--- config.mk ---
export PLATFORM = sky130hd
export DESIGN_NAME = irs_map
export DESIGN_NICKNAME = d
export VERILOG_FILES = /design/src/sv/irs_pkg.sv /design/src/sv/irs_map.sv
export VERILOG_INCLUDE_DIRS = /design/src /design/src/sv
export SDC_FILE = /design/constraint.sdc
export NUM_CORES = 1
export LEC_CHECK = 0
export BUFFER_PORTS_ARGS = -buffer_cell sky130_fd_sc_hd__buf_2
export CAP_MARGIN = 20
export CORE_MARGIN = 5
export CORE_UTILIZATION = 48
export CTS_CLUSTER_DIAMETER = 200
export DETAILED_ROUTE_END_ITERATION = 6
export PLACE_DENSITY_LB_ADDON = 0.2
export SLEW_MARGIN = 20
export SYNTH_ARGS = -nofsm -noshare
export SYNTH_HDL_FRONTEND = slang
export SYNTH_SLANG_ARGS = --single-unit
--- constraint.sdc ---
create_clock -name clk -period 6.1 [get_ports clk]
set_input_delay 0.61 -clock clk [delete_from_list [all_inputs] [get_ports clk]]
set_output_delay 0.61 -clock clk [all_outputs]
set_load 0.02 [all_outputs]
--- src/sv/assert_macros.svh ---
// assertion helpers for the scaler rtl
`ifndef ASSERT_MACROS_SVH
`define ASSERT_MACROS_SVH

// property a must hold in every cycle outside reset
`define CHECK_ALWAYS(label, a) \
  label: assert property (@(posedge clk) disable iff (rst) (a)) else $error("check failed");

// antecedent a implies consequent b in the next cycle
`define CHECK_NEXT(label, a, b) \
  label: assert property (@(posedge clk) disable iff (rst) (a) |=> (b)) else $error("check failed");

`endif

--- src/sv/irs_pkg.sv ---
`timescale 1ns / 1ps
// ----------------------------------------------------------------------------
// scaler package
// shared constants, register indexes and item types for the image scaler
// ----------------------------------------------------------------------------
package irs_pkg;
  localparam int unsigned DEF_MAX_WIDTH    = 256;
  localparam int unsigned DEF_MAX_HEIGHT   = 256;
  localparam int unsigned DEF_MAX_CHANNELS = 4;

  localparam logic [2:0] REG_SRC_WIDTH   = 3'd0;
  localparam logic [2:0] REG_SRC_HEIGHT  = 3'd1;
  localparam logic [2:0] REG_DST_WIDTH   = 3'd2;
  localparam logic [2:0] REG_DST_HEIGHT  = 3'd3;
  localparam logic [2:0] REG_INTERP_MODE = 3'd4;

  localparam logic FUNC_LOAD    = 1'b0;
  localparam logic FUNC_COMPUTE = 1'b1;
  localparam logic MODE_NEAREST = 1'b0;

  typedef struct packed {
    logic        func;
    logic [11:0] col;
    logic [11:0] row;
    logic [1:0]  channel;
    logic [15:0] sample_in;
  } in_item_t;

  typedef struct packed {
    logic [15:0] sample_out;
  } out_item_t;

  // coordinate mapper handshake: start a map, report a finished one
  typedef struct packed {
    logic start;
    logic busy;
    logic done;
  } map_ctl_t;
endpackage

--- src/sv/irs_map.sv ---
`timescale 1ns / 1ps
// ----------------------------------------------------------------------------
// coordinate mapper
// restoring divider giving floor(num / den), one quotient bit per cycle
// ----------------------------------------------------------------------------
module irs_map
  import irs_pkg::*;
(
  input  logic        clk,
  input  logic        rst,
  input  logic        start,
  input  logic [41:0] num,
  input  logic [13:0] den,
  output logic        busy,
  output logic        done,
  output logic [41:0] quo
);
  logic [5:0]  cnt;
  logic [41:0] q;
  logic [14:0] rem;
  logic [13:0] dv;
  logic [15:0] trial;

  assign trial = {rem, q[41]} - {2'b0, dv};
  assign quo   = q;

  always_ff @(posedge clk) begin
    if (rst) begin
      busy <= 1'b0;
      done <= 1'b0;
      cnt  <= '0;
    end else begin
      done <= 1'b0;
      if (start) begin
        busy <= 1'b1;
        cnt  <= 6'd42;
      end else if (busy) begin
        cnt <= cnt - 6'd1;
        if (cnt == 6'd1) begin
          busy <= 1'b0;
          done <= 1'b1;
        end
      end
    end
  end

  always_ff @(posedge clk) begin
    if (start) begin
      q   <= num;
      rem <= '0;
      dv  <= den;
    end else if (busy) begin
      if (!trial[15]) begin
        rem <= trial[14:0];
        q   <= {q[40:0], 1'b1};
      end else begin
        rem <= {rem[13:0], q[41]};
        q   <= {q[40:0], 1'b0};
      end
    end
  end

  `include "assert_macros.svh"
  `CHECK_NEXT(a_done_pulse, done, !done)
  `CHECK_ALWAYS(a_not_both, !(busy && done))
  `CHECK_NEXT(a_start_busy, start, busy)
endmodule

==> results.yml <==
place:
  gp_congestion: 0.854
  hpwl_um: 6080
  dp.cells: 531
  port_buffers: 102
timing:
  fin_crit_ns: 2.85
  period_share_pct: 46.7
  finalMaxSlewViolations: 0
  fmax_ghz: 0.351
  tightestPinTransition_ns: 0.978
  relSlewSlack_pct: 34.8
  setup-tns-final_ns: 0
  rsz0062_at_grt: "false"
  report.final.setup_viol: 0
  skew_ns: 0.00842
  whs_ns: 0.436
  hold_viol: 0
final_layout:
  fin_cells: 547
  diodes: 0
  drive_above_1_share_pct: 37.8
  areaGrowthSynthToFinish_pct: 20.8
  nets: 513
  num-fill-cells: 667
worst_hold_path:
  min-delay-start: "den[10]"
  hp-class: "in2reg"
  min_to: "dv[10]"
  hold_depth: 1
route:
  wl_per_cell_um: 15.4
  dr_total_vias: 2886
  drc: 0
  first_pass_iters: 4
  postRouteAntennaNets: 0
  drtIter0Drc: 106
  wl_um: 8420
  viasPerCell: 5.28
critical_path:
  crit_type: "reg2reg"
  crit_required_ns: 6.35
  rr_worst_depth: 9
  cp_slowest_cell: "or3_1"
  worstPathMaxFanout: 10
  end_kind: "flop"
  regToRegEndpoint: "rem[8]"
  critPathLaunchType: "flop"
  rrSetupSlack_ns: 3.25
  worstReg2RegStart: "dv[13]"
  crit_chain: "inv_1 -> ha_1 -> a21o_1 -> a211o_1 -> mux2_4 -> a211oi_4 -> nand2_4 -> or3_1 -> a311oi_1"
  slowest_delay_ns: 0.40
  cp.arrival_ns: 3.10
outcome:
  outcome: "completed"
yosys:
  synth_flop_cell: "edfxtp_1"
  yosysSeqAreaShare_pct: 53.8
  synth_area_leaders: "edfxtp_1 42%, mux2_2 12%, dfxtp_1 12%, ha_1 5.0%, nor2_1 2.7%"
  synth_cell_type_count: 49
  avgSynthCellArea_um2: 11.8
  yosys.area.top_type: "edfxtp_1"
  netlist_area_um2: 3990
  synth_edf_count: 56
  ys_top_cells_by_count: "56 x edfxtp_1, 42 x mux2_2, 29 x nor2_1, 23 x dfxtp_1, 23 x inv_1"
  synth_most_common_cell: "edfxtp_1"
  yosysTopAreaCellShare_pct: 42.2
  yosysWarnings: 0
  ys_ff_latch: 79
  synthCells: 337
  syn_nets: 413
  synth-async-reset-ratio_pct: 0
die:
  dieHeight_um: 101
  die_w_um: 101
  coreArea_um2: 8130
  start_util_pct: 49.0
  dieArea_um2: 10200
  ios: 103
  rows: 33
power:
  p_leak_nw: 2.04
  power_density_nw_per_um2: 299
  ir_drop_uv: 182
grt:
  overflow: 0
  grt_usage_pct: 17.1
  grt_max_degree: 54
  grt_pass1_wl_um: 13900
  grt_pass1_vias: 2969
  antenna_found_initial: 0
cts:
  cts_buffers: 9
  cts_resized: 0
  clock-sinks: 79
  cts_hold_buf: 0
  path_clk_slew_ns: 0.08
  clock_latency_ns: 0.34
  clockBufferDepth: 2
  cts_tree: "built"
  post-cts-setup-buffers: 0
  cts_root_buf: "clkbuf_8"
  ctsHtreeMaxLevel: 3
job:
  cap_violations: 0
flip-flops by register name (all words and copies together) (netlist names):
name	cells
quo	42
rem	15
dv	14
cnt	6
busy	1
done	1
cell families after synthesis:
| family | synth area share, % |
|---|---|
| adders and majority gates | 5.53 |
| muxes | 13.8 |
| xor gates and xnor gates | 2.86 |
| buffers and inverters | 3.77 |
| AOI/OAI and AO/OA | 10.6 |
| DFF | 53.8 |
| and+or+nand+nor | 9.80 |
metrics by stage:
step / area, um^2 / util (%) / setup slack (ns) / total power [W]
global route: 4810 / 59.2 / 3.11 / 0.00152
detailed placement: 4580 / 56.3 / 3.25 / 0.000989
CTS: 4810 / 59.2 / 3.24 / 0.00145
floorplan: 3990 / - / 3.53 / 0.000900
global placement: 4580 / 56.3 / 3.36 / 0.000984
finish: 4810 / 59.2 / 3.25 / 0.00144
layer usage:
metal / GRT usage (%) / up-vias / part of all wire, %
li1: - / 1435 / -
met1: 21.2 / 1372 / 45
met2: 27.5 / 72 / 47
met3: 6.44 / 7 / 7.6
met4: 5.73 / 0 / 1.2
met5: 0 / - / 0
final cells by class:
cell class	count	area (um^2)	area share, %
clock inverters	6	109	2.26
clock buffers	10	128	2.65
repair buffers	104	526	10.9
multi-input cells	220	1690	35.2
inverters	23	86.3	1.79
well taps	105	131	2.73
flip-flops and latches	79	2140	44.5
worst max path at each step:
stage	startpoint	end
6_report	dv[13]	rem[8]
5_1_grt	dv[13]	rem[10]
4_1_cts	dv[13]	rem[10]
3_5_place_dp	dv[13]	rem[7]
3_3_place_gp	dv[12]	rem[7]
2_1_floorplan	dv[13]	rem[8]
power by group:
| part | switching [W] | internal [W] | total, W |
|---|---|---|---|
| logic | 0.000178 | 0.000135 | 0.000313 |
| clock network | 0.000193 | 0.000272 | 0.000465 |
| registers | 0.0000294 | 0.000635 | 0.000664 |
placed cells by master (no fill, tap or decap), drive strengths merged, types with 2 or more instances in the layout:
| cell type | n |
|---|---|
| a21oi | 20 |
| nand2 | 16 |
| nor4 | 4 |
| clkinv | 2 |
| or3 | 2 |
| buf | 104 |
| mux2i | 6 |
| a211o | 2 |
| xor2 | 5 |
| o31ai | 2 |
| a311oi | 4 |
| a21boi | 2 |
| xnor2 | 8 |
| mux2 | 43 |
| a21o | 4 |
| nand2b | 6 |
| a211oi | 8 |
| o211ai | 4 |
| and2 | 2 |
| bufinv | 3 |
| nand3 | 4 |
| inv | 24 |
| clkbuf | 10 |
| nor2b | 2 |
| dfxtp | 23 |
| ha | 16 |
| o21ai | 6 |
| and3 | 3 |
| nor2 | 29 |
| nor3b | 3 |
| edfxtp | 56 |
| nor3 | 7 |
| a2111oi | 2 |
critical path, delay by kind of cell, from the launching register on:
| kind | cells | cell delay [ns] |
|---|---|---|
| flip-flops | 1 | 0.38 |
| AO/OA/AOI/OAI | 4 | 1.17 |
| buffers and inverters | 1 | 0.06 |
| AND/OR/NAND/NOR | 2 | 0.56 |
| multiplexers | 1 | 0.32 |
| adder cells (fa/ha/maj) | 1 | 0.26 |
Power figures use the tool's default switching activity.
